==> config.mk <==
export PLATFORM = sky130hd
export DESIGN_NAME = row_rms_engine_unit
export DESIGN_NICKNAME = d
export VERILOG_FILES = /design/src/rre_pkg.sv /design/src/rre_ctrl.sv /design/src/rre_datapath.sv /design/src/row_rms_engine_unit.sv
export SDC_FILE = /design/constraint.sdc
export NUM_CORES = 1
export LEC_CHECK = 0
export BUFFER_PORTS_ARGS = -buffer_cell sky130_fd_sc_hd__buf_4
export CAP_MARGIN = 5
export CORE_ASPECT_RATIO = 0.5
export CORE_MARGIN = 2
export CORE_UTILIZATION = 39
export CTS_BUF_LIST = sky130_fd_sc_hd__clkbuf_16
export CTS_CLUSTER_DIAMETER = 60
export DETAILED_ROUTE_END_ITERATION = 8
export GPL_TIMING_DRIVEN = 1
export PLACE_DENSITY = 0.59
export SETUP_SLACK_MARGIN = 0.3
export SYNTH_ARGS = -nofsm -noshare
export SYNTH_HDL_FRONTEND = slang
export SYNTH_HIERARCHICAL = 1
export SYNTH_SLANG_ARGS = --single-unit
==> constraint.sdc <==
create_clock -name clk -period 16.1 [get_ports clk]
set_input_delay 0.805 -clock clk [delete_from_list [all_inputs] [get_ports clk]]
set_output_delay 0.805 -clock clk [all_outputs]
set_load 0.01 [all_outputs]
==> src/rre_pkg.sv <==
// ----------------------------------------------------------------------------
// rre_pkg: shared types and constants of the row RMS engine
// Field widths, iteration counts and the command and status groups that pass
// between the controller and the datapath.
// ----------------------------------------------------------------------------
package rre_pkg;

  localparam int SAMPLE_W   = 16;             // signed Q8.8 input sample
  localparam int MAG_W      = SAMPLE_W + 1;   // magnitude, holds 2^15
  localparam int SQ_W       = 31;             // square is at most 2^30
  localparam int SUM_W      = 38;             // running sum of squares
  localparam int DIV_W      = 9;              // mean divisor register
  localparam int RMS_W      = 20;             // Q12.8 unsigned result
  localparam int ROOT_STEPS = SUM_W / 2;      // one root bit per step
  localparam int ROOT_W     = ROOT_STEPS;     // root of a SUM_W-bit value
  localparam int RREM_W     = ROOT_W + 2;     // partial remainder of the root
  localparam int CNT_W      = $clog2(SUM_W);  // step counter

  typedef struct packed {
    logic capture;     // take an input sample and square it
    logic accumulate;  // add the square into the running sum
    logic div_step;    // one quotient bit of the mean
    logic root_step;   // one bit of the square root
    logic load_out;    // move the root into the output register
  } rre_cmd_t;

  typedef struct packed {
    logic row_end;     // the captured sample closes its row
    logic div_last;    // this is the final divide step
    logic root_last;   // this is the final root step
    logic out_full;    // output register holds an untaken result
  } rre_status_t;

endpackage

==> src/rre_ctrl.sv <==
// ----------------------------------------------------------------------------
// rre_ctrl: sequencing controller of the row RMS engine
// Walks each sample through squaring and accumulation, and at a row end
// through the iterative divide, the iterative root and the output load.
// ----------------------------------------------------------------------------
module rre_ctrl (
  input  logic                 clk,
  input  logic                 rst,
  input  logic                 in_valid,
  output logic                 in_stall,
  input  rre_pkg::rre_status_t status,
  output rre_pkg::rre_cmd_t    cmd
);
  import rre_pkg::*;

  typedef enum logic [4:0] {
    ST_IDLE = 5'b00001,
    ST_ACC  = 5'b00010,
    ST_DIV  = 5'b00100,
    ST_ROOT = 5'b01000,
    ST_DONE = 5'b10000
  } state_t;

  state_t state;
  state_t state_next;

  always_ff @(posedge clk) begin
    if (rst) begin
      state <= ST_IDLE;
    end else begin
      state <= state_next;
    end
  end

  always_comb begin
    state_next = state;
    cmd        = '0;
    in_stall   = 1'b1;
    unique case (state)
      ST_IDLE: begin
        in_stall    = 1'b0;
        cmd.capture = in_valid;
        if (in_valid) begin
          state_next = ST_ACC;
        end
      end
      ST_ACC: begin
        cmd.accumulate = 1'b1;
        state_next     = status.row_end ? ST_DIV : ST_IDLE;
      end
      ST_DIV: begin
        cmd.div_step = 1'b1;
        if (status.div_last) begin
          state_next = ST_ROOT;
        end
      end
      ST_ROOT: begin
        cmd.root_step = 1'b1;
        if (status.root_last) begin
          state_next = ST_DONE;
        end
      end
      ST_DONE: begin
        // Wait until the previous result has been taken.
        if (!status.out_full) begin
          cmd.load_out = 1'b1;
          state_next   = ST_IDLE;
        end
      end
      default: begin
        state_next = ST_IDLE;
      end
    endcase
  end

endmodule

==> src/rre_datapath.sv <==
// ----------------------------------------------------------------------------
// rre_datapath: arithmetic and storage of the row RMS engine
// Squarer, saturating accumulator, bit-serial divider, bit-serial square
// root, the divisor register and the output register.
// ----------------------------------------------------------------------------
module rre_datapath (
  input  logic                                clk,
  input  logic                                rst,
  input  rre_pkg::rre_cmd_t                   cmd,
  output rre_pkg::rre_status_t                status,
  input  logic signed [rre_pkg::SAMPLE_W-1:0] sample,
  input  logic                                last_in_row,
  input  logic                                cfg_write_en,
  input  logic [rre_pkg::DIV_W-1:0]           cfg_write_data,
  input  logic                                out_stall,
  output logic                                out_valid,
  output logic [rre_pkg::RMS_W-1:0]           rms_value,
  output logic                                sum_saturated
);
  import rre_pkg::*;

  logic [DIV_W-1:0]    mean_divisor;
  logic [SUM_W-1:0]    sum;
  logic                sat;
  logic [SQ_W-1:0]     sq;
  logic                last_q;
  logic                row_sat;
  logic [SUM_W-1:0]    quot;
  logic [DIV_W-1:0]    div_rem;
  logic [RREM_W-1:0]   root_rem;
  logic [ROOT_W-1:0]   root;
  logic [CNT_W-1:0]    step_cnt;

  logic [MAG_W-1:0]    ext;
  logic [MAG_W-1:0]    mag;
  logic [2*MAG_W-1:0]  prod;
  logic [SUM_W:0]      sum_wide;
  logic                sat_hit;
  logic [SUM_W-1:0]    sum_add;
  logic                sat_next;
  logic [DIV_W-1:0]    div_eff;
  logic [DIV_W:0]      div_shift;
  logic                div_ge;
  logic [DIV_W-1:0]    div_rem_next;
  logic [RREM_W+1:0]   root_shift;
  logic [RREM_W+1:0]   root_trial;
  logic                root_ge;
  logic [RREM_W-1:0]   root_rem_next;
  logic                div_last;
  logic                root_last;

  // Magnitude of the sample; the most negative code maps to 2^15.
  assign ext  = {sample[SAMPLE_W-1], sample};
  assign mag  = sample[SAMPLE_W-1] ? (~ext + MAG_W'(1)) : ext;
  assign prod = (2*MAG_W)'(mag) * (2*MAG_W)'(mag);

  // Saturating accumulation at the all-ones ceiling.
  assign sum_wide = {1'b0, sum} + (SUM_W+1)'(sq);
  assign sat_hit  = sum_wide[SUM_W] | (&sum_wide[SUM_W-1:0]);
  assign sum_add  = sat_hit ? {SUM_W{1'b1}} : sum_wide[SUM_W-1:0];
  assign sat_next = sat | sat_hit;

  // Restoring division, one quotient bit per step; a zero divisor acts as one.
  assign div_eff      = (mean_divisor == '0) ? DIV_W'(1) : mean_divisor;
  assign div_shift    = {div_rem, quot[SUM_W-1]};
  assign div_ge       = div_shift >= {1'b0, div_eff};
  assign div_rem_next = div_ge ? DIV_W'(div_shift - {1'b0, div_eff})
                               : div_shift[DIV_W-1:0];

  // Digit-by-digit square root, two radicand bits per step.
  assign root_shift    = {root_rem, quot[SUM_W-1:SUM_W-2]};
  assign root_trial    = (RREM_W+2)'({root, 2'b01});
  assign root_ge       = root_shift >= root_trial;
  assign root_rem_next = root_ge ? RREM_W'(root_shift - root_trial)
                                 : root_shift[RREM_W-1:0];

  assign div_last  = step_cnt == CNT_W'(SUM_W - 1);
  assign root_last = step_cnt == CNT_W'(ROOT_STEPS - 1);

  assign status.row_end   = last_q;
  assign status.div_last  = div_last;
  assign status.root_last = root_last;
  assign status.out_full  = out_valid;

  always_ff @(posedge clk) begin
    if (rst) begin
      mean_divisor <= DIV_W'(1);
      sum          <= '0;
      sat          <= 1'b0;
      step_cnt     <= '0;
      out_valid    <= 1'b0;
    end else begin
      if (cfg_write_en) begin
        mean_divisor <= cfg_write_data;
      end
      if (cmd.accumulate) begin
        if (last_q) begin
          sum <= '0;
          sat <= 1'b0;
        end else begin
          sum <= sum_add;
          sat <= sat_next;
        end
      end
      if (cmd.accumulate || (cmd.div_step && div_last)) begin
        step_cnt <= '0;
      end else if (cmd.div_step || cmd.root_step) begin
        step_cnt <= step_cnt + CNT_W'(1);
      end
      if (cmd.load_out) begin
        out_valid <= 1'b1;
      end else if (out_valid && !out_stall) begin
        out_valid <= 1'b0;
      end
    end
  end

  always_ff @(posedge clk) begin
    if (cmd.capture) begin
      sq     <= prod[SQ_W-1:0];
      last_q <= last_in_row;
    end
    if (cmd.accumulate) begin
      quot    <= sum_add;
      div_rem <= '0;
      row_sat <= sat_next;
    end
    if (cmd.div_step) begin
      quot    <= {quot[SUM_W-2:0], div_ge};
      div_rem <= div_rem_next;
      if (div_last) begin
        root_rem <= '0;
        root     <= '0;
      end
    end
    if (cmd.root_step) begin
      quot     <= {quot[SUM_W-3:0], 2'b00};
      root_rem <= root_rem_next;
      root     <= {root[ROOT_W-2:0], root_ge};
    end
    if (cmd.load_out) begin
      rms_value     <= RMS_W'(root);
      sum_saturated <= row_sat;
    end
  end

endmodule

==> src/row_rms_engine_unit.sv <==
// ----------------------------------------------------------------------------
// row_rms_engine_unit: root mean square of rows of Q8.8 samples
// Squares and accumulates each sample, and at the end of a row divides the
// sum by the configured divisor and emits the Q12.8 square root.
// ----------------------------------------------------------------------------
// A sample without the row-end flag is squared and then added; a row-end sample
// is squared, added, and run through 38 divide steps of the bit-serial divider,
// 19 root steps of the bit-serial root and one output load, which waits until
// the previous result is taken. out_valid is registered and set by that load.
// Reset (rst, synchronous): clears the sum, the flag and the output valid,
// and sets the divisor register to one.
module row_rms_engine_unit (
  input  logic                                clk,
  input  logic                                rst,
  // Divisor register write port.
  input  logic                                cfg_write_en,
  input  logic [rre_pkg::DIV_W-1:0]           cfg_write_data,
  // Sample channel.
  input  logic                                in_valid,
  output logic                                in_stall,
  input  logic signed [rre_pkg::SAMPLE_W-1:0] sample,
  input  logic                                last_in_row,
  // Result channel.
  output logic                                out_valid,
  input  logic                                out_stall,
  output logic [rre_pkg::RMS_W-1:0]           rms_value,
  output logic                                sum_saturated
);
  import rre_pkg::*;

  rre_cmd_t    cmd;
  rre_status_t status;

  // The controller only sequences; all arithmetic and storage sit in the
  // datapath. A transfer on the input side is taken only in the idle state,
  // while the output register lets a finished result wait independently.
  rre_ctrl u_ctrl (
    .clk      (clk),
    .rst      (rst),
    .in_valid (in_valid),
    .in_stall (in_stall),
    .status   (status),
    .cmd      (cmd)
  );

  rre_datapath u_datapath (
    .clk            (clk),
    .rst            (rst),
    .cmd            (cmd),
    .status         (status),
    .sample         (sample),
    .last_in_row    (last_in_row),
    .cfg_write_en   (cfg_write_en),
    .cfg_write_data (cfg_write_data),
    .out_stall      (out_stall),
    .out_valid      (out_valid),
    .rms_value      (rms_value),
    .sum_saturated  (sum_saturated)
  );

  // A result is never loaded over one that has not been transferred.
  a_load_empty: assert property (@(posedge clk) disable iff (rst)
    cmd.load_out |-> !out_valid)
    else $error("result loaded over a pending result");

  // A row-end sample blocks further input while its root is computed.
  a_row_end_busy: assert property (@(posedge clk) disable iff (rst)
    (in_valid && !in_stall && last_in_row) |=> in_stall)
    else $error("input taken during row-end processing");

  // The root of a 38-bit mean always fits in 19 bits.
  a_root_range: assert property (@(posedge clk) disable iff (rst)
    out_valid |-> !rms_value[RMS_W-1])
    else $error("rms value out of range");

  // The controller issues at most one command per cycle.
  a_one_cmd: assert property (@(posedge clk) disable iff (rst)
    $onehot0({cmd.capture, cmd.accumulate, cmd.div_step, cmd.root_step,
              cmd.load_out}))
    else $error("overlapping datapath commands");

  // The block is ready for input right after reset.
  a_ready_after_reset: assert property (@(posedge clk)
    $past(rst) |-> !in_stall)
    else $error("input stalled after reset");

endmodule
---- Word-level counts from Yosys, hierarchy flattened ----
Cells that the tools add are included.
Widths: inputs -> output; s select.
storage, ports and cells
  register bits ........................... 200
  input port bits ......................... 31
  output and inout bits ................... 23
  word-level logic and storage cells ...... 86
operators by class
  add/sub/neg operators ................... 5
  multipliers ............................. 1
  order comparisons ....................... 2
  eq/ne operators ......................... 11
  mux-type cells .......................... 33
  bitwise operators ....................... 3
  reductions and logical operators ........ 15
operators by type and width
  kind                   number
  $mux 38                5
  $mux 21                4
  $mux 19                3
  $add 38x31->39         1
  $reduce_and 38->1      1
  $mux 9                 4
  $mul 17x17->31         1
  $pmux 5 s5             1
  $ge 23x21->1           1
  $sub 21x21->21         1
  $mux 5                 4
  $add 17x1->17 const B  1
  $mux 17                1
  $not 17->17            1
  $ge 10x9->1            1
  $mux 1                 10
  $logic_not 9->1        1
  $sub 9x9->9            1
  $reduce_bool 2->1      4
  $add 6x1->6 const B    1
  $eq 6x5->1 const B     1
  $eq 6x6->1 const B     1
  $eq 5x1->1 const B     1
  $eq 5x2->1 const B     1
  14 further kinds       19

---- Depth between registers and ports, before layout ----
Gate-level depths: netlist of the first run.
  depth after elaboration ................. 7
  gate-level depth with buffers ........... 34
  mapped depth without buffers ............ 32

---- By module ----
Netlist of the first run, hierarchy kept.
modules (own cells, without submodules)
  module        times used  cells each  area each (um^2)  sequential area each (um^2)
  rre_datapath  1           2,038       18,959.4          5,255.0
  rre_ctrl      1           36          297.8             100.1

---- Least setup slack after synthesis of the first run ----
No wires, ideal clock.
  kind .................................... input to register
  from .................................... input port sample[0] (netlist bit)
  to ...................................... register u_datapath.sq[29] (data pin)
  library setup time ...................... 258 ps
  arrival ................................. 8,265 ps
  data required time ...................... 15,842 ps
  path slack .............................. 7,577 ps
  stages .................................. 31
  buffers on the path ..................... 3
  path through ............................ clkbuf_1 -> inv_1 -> clkbuf_1 -> ha_1 -> nand2_1 -> o31ai_2 -> nand3_1 -> or2_2 -> o21ai_0 -> xnor2_1 -> clkbuf_1 -> nand2_1 -> fa_1 -> inv_1 -> fa_1 -> fa_1 -> fa_1 -> fa_1 -> inv_1 -> fa_1 -> inv_1 -> ha_1 -> a21o_1 -> a21o_1 -> a21oi_1 -> o21ai_0 -> a41o_1 -> a31oi_1 -> o21bai_1 -> a21oi_1 -> xnor2_1
on the way
  longest elaborated chain between the ends .. 4
RTL lines
  what                     RTL line                   text
  start: declaration       row_rms_engine_unit.sv:21  input logic signed [rre_pkg::SAMPLE_W-1:0] sample,
  $not 17->17              rre_datapath.sv:54         assign mag = sample[SAMPLE_W-1] ? (~ext + MAG_W'(1)) : ext;
  $add 17x1->17            rre_datapath.sv:54
  $mux 17 (*)              rre_datapath.sv:54
  $mul 17x17->31 (*)       rre_datapath.sv:55         assign prod = (2*MAG_W)'(mag) * (2*MAG_W)'(mag);
  net u_datapath.prod[29]  rre_datapath.sv:36         logic [2*MAG_W-1:0] prod;
  end signal: assignment   rre_datapath.sv:120        sq <= prod[SQ_W-1:0];
  end: declaration         rre_datapath.sv:25         logic [SQ_W-1:0] sq;
The timed path passes the listed nets; every way through them passes the cells marked *.
A chain may end at the register's enable or synchronous reset.

---- Worst setup path in the final report of the first run ----
Ends and elaborated chain as after synthesis.

==> impl_metrics.env, run 1 <==
export IMPL_min_period_over_period_pct=56.0
export IMPL_final_antenna_net_count=0
export IMPL_outcome="finished, final reports clean"
export IMPL_worstSetupStartpointType="input pin"
export IMPL_cts_hold_buf=0
export IMPL_drt_wl_total_um=42300
export IMPL_antennaDiodeCount=0
export IMPL_areaGrowthSynthToFinish_pct=8.99
export IMPL_hold_viol=0
export IMPL_slew_violations=0
export IMPL_die_area_mm2=0.0513
export IMPL_synth_top_area_share_pct=21.4
export IMPL_post_cts_resized=0
export IMPL_fin_util_pct=43.1
export IMPL_grt_overflow_total=0
export IMPL_setup_slack_ns=7.09
export IMPL_fin_worst_skew_ns=0.0136
export IMPL_r2r_setup_slack_ns=11.83
export IMPL_drive_above_1_share_pct=5.87
export IMPL_netlist_area_mm2=0.0193
export IMPL_clkSlewWorstSetupHoldPaths_ns=0.08
export IMPL_drt_pass1_iter_count=5
export IMPL_max_freq_ghz=0.111
export IMPL_vias=13866
export IMPL_setup_tns_ns=0
export IMPL_numCtsBuffers=17
export IMPL_die_width_um=318
export IMPL_wl_per_cell_um=15.2
export IMPL_die_height_um=161
export IMPL_worst_ep_arrival_time_ns=9.21
export IMPL_synthFlopType="edfxtp_1"
export IMPL_grt_start_max_net_pins=93
export IMPL_io_pins=54
export IMPL_yosys_warnings=6
export IMPL_grt_pass1_vias=13943
export IMPL_crit_path_end_kind="flop"
export IMPL_crit_fanout=11
export IMPL_path_delay_family="adder cells"
export IMPL_relSlewSlack_pct=21.6
export IMPL_synth_edf_count=137
export IMPL_htreeDepth=4
export IMPL_root_buffer="clkbuf_16"
export IMPL_yosysMostFrequentCell="inv_1"
export IMPL_grt_use_total_pct=16.8
export IMPL_hold_path_class="reg2reg"
export IMPL_ys_types=83
export IMPL_antenna_found_initial=0
export IMPL_drt_iter0_drc=850
export IMPL_grt_pass1_wl_um=70900
export IMPL_num_rows=57
export IMPL_hpwl_um=33300
export IMPL_core_area_mm2=0.0486
export IMPL_dp_slack_ns=6.78
export IMPL_cpMostUsedCell="fa_1"
export IMPL_grt_setup_unrepaired="false"
export IMPL_initial_utilization_pct=39.6
export IMPL_fillers=4719
export IMPL_worst_path_buf_inv=6
export IMPL_ys_top_cells_by_area="edfxtp_1, fa_1, ha_1"
export IMPL_worst_pin_slew_ns=1.17
export IMPL_postPlaceCellArea_mm2=0.0204
export IMPL_cts_sinks=199
export IMPL_async_reset_ff_share_pct=0
export IMPL_synth_cells=2074
export IMPL_cts_tree="built"
export IMPL_ys_ff_latch=199
export IMPL_synthTopCellsByCount="inv_1, nand2_1, fa_1"
export IMPL_slowest_delay_ns=0.80
export IMPL_finalSetupViolations=0
export IMPL_period_minus_slack_ns=9.01
export IMPL_io_buffers=52
export IMPL_clock_latency_ns=0.44
export IMPL_viasPerCell=4.99
export IMPL_drc_errors=0
export IMPL_critPathKind="in2reg"
export IMPL_post_cts_buffers=0
export IMPL_yosys_area_top_type="edfxtp_1"
export IMPL_cap_violations=0
export IMPL_critPathSlowestCell="xor2_1"
export IMPL_gp_congestion=0.870
export IMPL_nNetsFinal=2498
export IMPL_syn_avg_cell_area_um2=9.29
export IMPL_critPathRequiredTime_ns=16.30
export IMPL_final_cell_area_mm2=0.0210
export IMPL_cts_path_max_buffers=2
export IMPL_yosysSeqAreaShare_pct=27.8
==> metrics by stage <==
step / instances / hold slack, ns
after global placement: 2747 / 0.434
after floorplan: 2107 / 0.400
after global routing: 2779 / 0.456
final: 2779 / 0.446
after detailed placement: 2747 / 0.438
after CTS: 2779 / 0.451
==> worst paths after layout <==
kind	startpoint	end	depth (start not counted)
hold reg to reg	u_datapath/sum[12]	u_datapath/sum[12]	2
hold / removal	u_datapath/sum[12]	u_datapath/sum[12]	2
setup / recovery	sample[0]	u_datapath/sq[29]	29
setup reg to reg	u_datapath/sq[0]	u_datapath/quot[34]	12
==> registers in the layout, summed over array words and instances, names as in the netlist <==
name	flops
u_datapath/quot	38
u_datapath/sum	38
u_datapath/sq	30
u_datapath/root_rem	21
u_datapath/rms_value	19
u_datapath/root	19
u_datapath/div_rem	9
u_datapath/mean_divisor	9
u_datapath/step_cnt	6
u_ctrl/state	5
u_datapath/last_q	1
u_datapath/out_valid	1
u_datapath/row_sat	1
u_datapath/sat	1
u_datapath/sum_saturated	1
==> metal layers <==
layer | vias up | track usage, % | part of all wire [%]
met5 | - | 0 | 0
met4 | 0 | 4.42 | 1.7
met3 | 49 | 1.82 | 3.1
met2 | 271 | 28.4 | 47
met1 | 6645 | 23.2 | 49
li1 | 6901 | - | -
==> tightest hold or removal path, cell delays in order (launching register included) <==
cell	delay [ns]
dfxtp_1	0.32
nand2_1	0.05
nand2_1	0.04
==> layout make-up <==
class	count	area (um2)	share of cell area, %
Multi-Input combinational cell	1480	12400	59.1
Timing Repair Buffer	65	488	2.33
Inverter	354	1330	6.33
Clock inverter	14	146	0.698
Clock buffer	18	450	2.15
Tap cell	649	812	3.87
Sequential cell	199	5360	25.5
==> cell families after synthesis <==
kind of cell             synth area share [%]
flip-flops                               27.8
buffers and inverters                    8.51
multiplexers                             1.83
AND/OR/NAND/NOR                          14.2
XOR/XNOR                                 4.91
AO/OA/AOI/OAI                            12.4
adder cells (fa/ha/maj)                  30.2
other                                  0.0390
==> cell usage in the layout, fill, tap and decap left out, drive strengths merged, types with 18 or more instances in the layout <==
master / netlist / routed
nor3: 22 / 22
a21o: 43 / 43
or3: 25 / 25
o21ai: 129 / 129
xor2: 34 / 34
mux2i: 34 / 34
conb: 2 / 35
dfxtp: 62 / 62
clkbuf: 56 / 18
nor2b: 29 / 29
buf: 18 / 65
edfxtp: 137 / 137
nor2: 133 / 133
nand2: 221 / 221
ha: 158 / 158
and2: 37 / 37
nand3: 33 / 33
a21oi: 82 / 82
fa: 192 / 192
inv: 351 / 359
xnor2: 74 / 74
Power of run 1 is left out: the tool's default activity adds up to more than one toggle a clock period on the data nets, which glitch-free logic cannot reach.
==> run 2, diff against run 1 <==
--- a/config.mk
+++ b/config.mk
@@ -5,6 +5,7 @@
 export SDC_FILE = /design/constraint.sdc
 export NUM_CORES = 1
 export LEC_CHECK = 0
+export ABC_AREA = 1
 export BUFFER_PORTS_ARGS = -buffer_cell sky130_fd_sc_hd__buf_4
 export CAP_MARGIN = 5
 export CORE_ASPECT_RATIO = 0.5
==> constraint.sdc (replaced) <==
create_clock -name clk -period 9 [get_ports clk]
set_input_delay 0.45 -clock clk [delete_from_list [all_inputs] [get_ports clk]]
set_output_delay 0.45 -clock clk [all_outputs]
set_load 0.01 [all_outputs]
==> run 2 against run 1 <==
  * Sequential share of layout area down 1.5 points
  * Wire length rose by 12%
  * Die area is 6.3% higher
  * Clock-buffer cell count shrank 1
  * Cell count rose by 23%
  * Clock skew grew 0.0031 ns
==> impl_metrics.env, run 2 <==
export IMPL_die_width_um=328
export IMPL_hold_viol=0
export IMPL_layout_common_cells="inv_1, nand2_1, nor2_1"
export IMPL_grt_pass1_vias=16045
export IMPL_hold_path_depth=1
export IMPL_root_buffer="clkbuf_16"
export IMPL_hold_path_class="in2reg"
export IMPL_place_inst=3393
export IMPL_clock_latency_ns=0.46
export IMPL_grt_overflow_total=0
export IMPL_drive_above_1_share_pct=5.10
export IMPL_grt_start_max_net_pins=79
export IMPL_ys_ff_latch=199
export IMPL_vdd_ir_drop_max_uv=420
export IMPL_crit_path_end_kind="flop"
export IMPL_synth_edf_count=137
export IMPL_die_area_mm2=0.0545
export IMPL_worst_ep_arrival_time_ns=7.71
export IMPL_fin_cells=3425
export IMPL_nNetsFinal=3092
export IMPL_cp_startpoint="sample[0]"
export IMPL_grt_pass1_wl_um=79400
export IMPL_cts_path_max_buffers=2
export IMPL_max_freq_ghz=0.133
export IMPL_largest_registers="u_datapath/quot (38), u_datapath/sum (38), u_datapath/sq (30)"
export IMPL_drt_wl_total_um=47300
export IMPL_synth_top_area_share_pct=20.1
export IMPL_final_common_cell="inv_1"
export IMPL_io_buffers=52
export IMPL_htreeDepth=4
export IMPL_critPathSlowestCell="fa_1"
export IMPL_outcome="finished, final reports clean"
export IMPL_timing_rr_start="u_datapath/sq[0]"
export IMPL_critPathKind="in2reg"
export IMPL_async_reset_ff_share_pct=0
export IMPL_initial_utilization_pct=39.4
export IMPL_synthFlopType="edfxtp_1"
export IMPL_syn_avg_cell_area_um2=7.70
export IMPL_core_area_mm2=0.0520
export IMPL_hold_path_startpoint="last_in_row"
export IMPL_dp_slack_ns=1.02
export IMPL_areaGrowthSynthToFinish_pct=8.81
export IMPL_synthTopCellsByCount="inv_1, nand2_1, nor2_1"
export IMPL_cts_sinks=199
export IMPL_worstReg2RegEnd="u_datapath/sum[15]"
export IMPL_vias=16259
export IMPL_clkPwrFrac_pct=9.0
export IMPL_cts_hold_buf=0
export IMPL_period_minus_slack_ns=7.50
export IMPL_whs_endpoint="u_datapath/last_q"
export IMPL_hpwl_um=38100
export IMPL_cap_violations=0
export IMPL_r2r_setup_slack_ns=4.86
export IMPL_gp_congestion=0.915
export IMPL_slowest_delay_ns=0.64
export IMPL_netlist_area_mm2=0.0205
export IMPL_synth_cells=2660
export IMPL_drt_iter0_drc=981
export IMPL_yosysSeqAreaShare_pct=26.1
export IMPL_critPathRequiredTime_ns=9.21
export IMPL_drc_errors=0
export IMPL_fin_worst_skew_ns=0.0166
export IMPL_wl_per_cell_um=13.8
export IMPL_worstSetupStartpointType="input pin"
export IMPL_die_height_um=166
export IMPL_worst_pin_slew_ns=1.17
export IMPL_powerDensity_mw_per_mm2=384
export IMPL_antenna_found_initial=0
export IMPL_crit_fanout=14
export IMPL_numCtsBuffers=17
export IMPL_yosys_warnings=6
export IMPL_r2r_cells=19
export IMPL_drt_pass1_iter_count=5
export IMPL_grt_setup_unrepaired="false"
export IMPL_yosysMostFrequentCell="inv_1"
export IMPL_final_antenna_net_count=0
export IMPL_antennaDiodeCount=0
export IMPL_p_sw_share_pct=49.5
export IMPL_post_cts_resized=0
export IMPL_p_switching_w=0.00424
export IMPL_power_frac_seq_pct=18.1
export IMPL_slew_violations=0
export IMPL_finalSetupViolations=0
export IMPL_yosys_area_top_type="edfxtp_1"
export IMPL_cts_tree="built"
export IMPL_io_pins=54
export IMPL_num_rows=59
export IMPL_cpMostUsedCell="inv_1"
export IMPL_whs_ns=0.166
export IMPL_relSlewSlack_pct=21.7
export IMPL_post_cts_buffers=0
export IMPL_setup_tns_ns=0
export IMPL_grt_use_total_pct=17.7
export IMPL_p_int_w=0.00432
export IMPL_min_period_over_period_pct=83.3
export IMPL_viasPerCell=4.75
export IMPL_ys_top_cells_by_area="edfxtp_1, fa_1, inv_1"
export IMPL_p_leak_nw=11.3
export IMPL_clkSlewWorstSetupHoldPaths_ns=0.08
export IMPL_combPwrFrac_pct=72.9
export IMPL_setup_slack_ns=1.50
export IMPL_ys_types=55
-- run 2: cell types whose count changed after synthesis, moves of 29 or more --
cell     delta
a21o_1     -37
a21oi_1    +77
and2_1     -36
inv_1     +266
mux2i_1    -34
nand2_1   +371
nand3_1    +47
nand4_1    +37
nor2_1     +74
nor2b_1    -29
xnor2_1    -52
-- run 2: how the worst max path moves through the flow --
stage	end	slack, ns	cells past startpoint
after floorplan	u_datapath/sq[28]	1.49	32
after global placement	u_datapath/sq[28]	1.25	34
after detailed placement	u_datapath/sq[28]	1.02	34
after CTS	u_datapath/sq[28]	1.53	34
after global routing	u_datapath/sq[28]	0.88	33
final	u_datapath/sq[28]	1.50	34
-- run 2: worst max-delay path, delay by kind of cell --
family                     cells  cell delay, ns
AOI/OAI and AO/OA              6            1.13
adders and majority gates      8            3.71
and+or+nand+nor                8            1.30
buffers and inverters         11            1.03
xor gates and xnor gates       1            0.08
-- run 2: area by class of cell --
cell class	instances	area [um2]
repair buffers	64	480
flip-flops and latches	199	5360
fillers	5410	29700
clock buffers	17	425
inverters	625	2350
clock inverters	15	161
multi-input cells	1804	12600
well taps	701	877
-- run 2: layer usage --
metal  routed length, um  track usage [%]  part of all wire [%]
met5                   0                0                     0
met4                 524             3.67                   1.1
met3                1790             1.85                   3.8
met2               21000             28.3                    44
met1               24000             26.0                    51
-- run 2: per-stage QoR --
step	power [W]	utilization, %	instance area, um2
global route	0.00959	42.9	22300
detailed placement	0.00780	41.8	21700
finish	0.00855	42.9	22300
global placement	0.00774	41.8	21700
CTS	0.00862	42.9	22300
floorplan	0.00639	-	20600
-- run 2: logic make-up (layout without fill, tap and decap cells) --
logic type	after synthesis	after routing	share of synthesized area (%)
adder cells (fa/ha/maj)	350	350	28.4
XOR/XNOR	68	68	2.94
AO/OA/AOI/OAI	345	345	9.09
other	2	35	0.0367
buffers and inverters	690	721	12.8
AND/OR/NAND/NOR	1006	1006	20.6
flip-flops	199	199	26.1
-- run 2: power groups by stage --
stage / Clock, W / Sequential [W] / Combinational, W
5_1_grt: 0.000829 / 0.00156 / 0.00720
2_1_floorplan: 0 / 0.00155 / 0.00485
3_3_place_gp: 0 / 0.00157 / 0.00617
4_1_cts: 0.000798 / 0.00155 / 0.00627
3_5_place_dp: 0 / 0.00157 / 0.00623
6_report: 0.000770 / 0.00155 / 0.00624
Power figures use the tool's default switching activity.
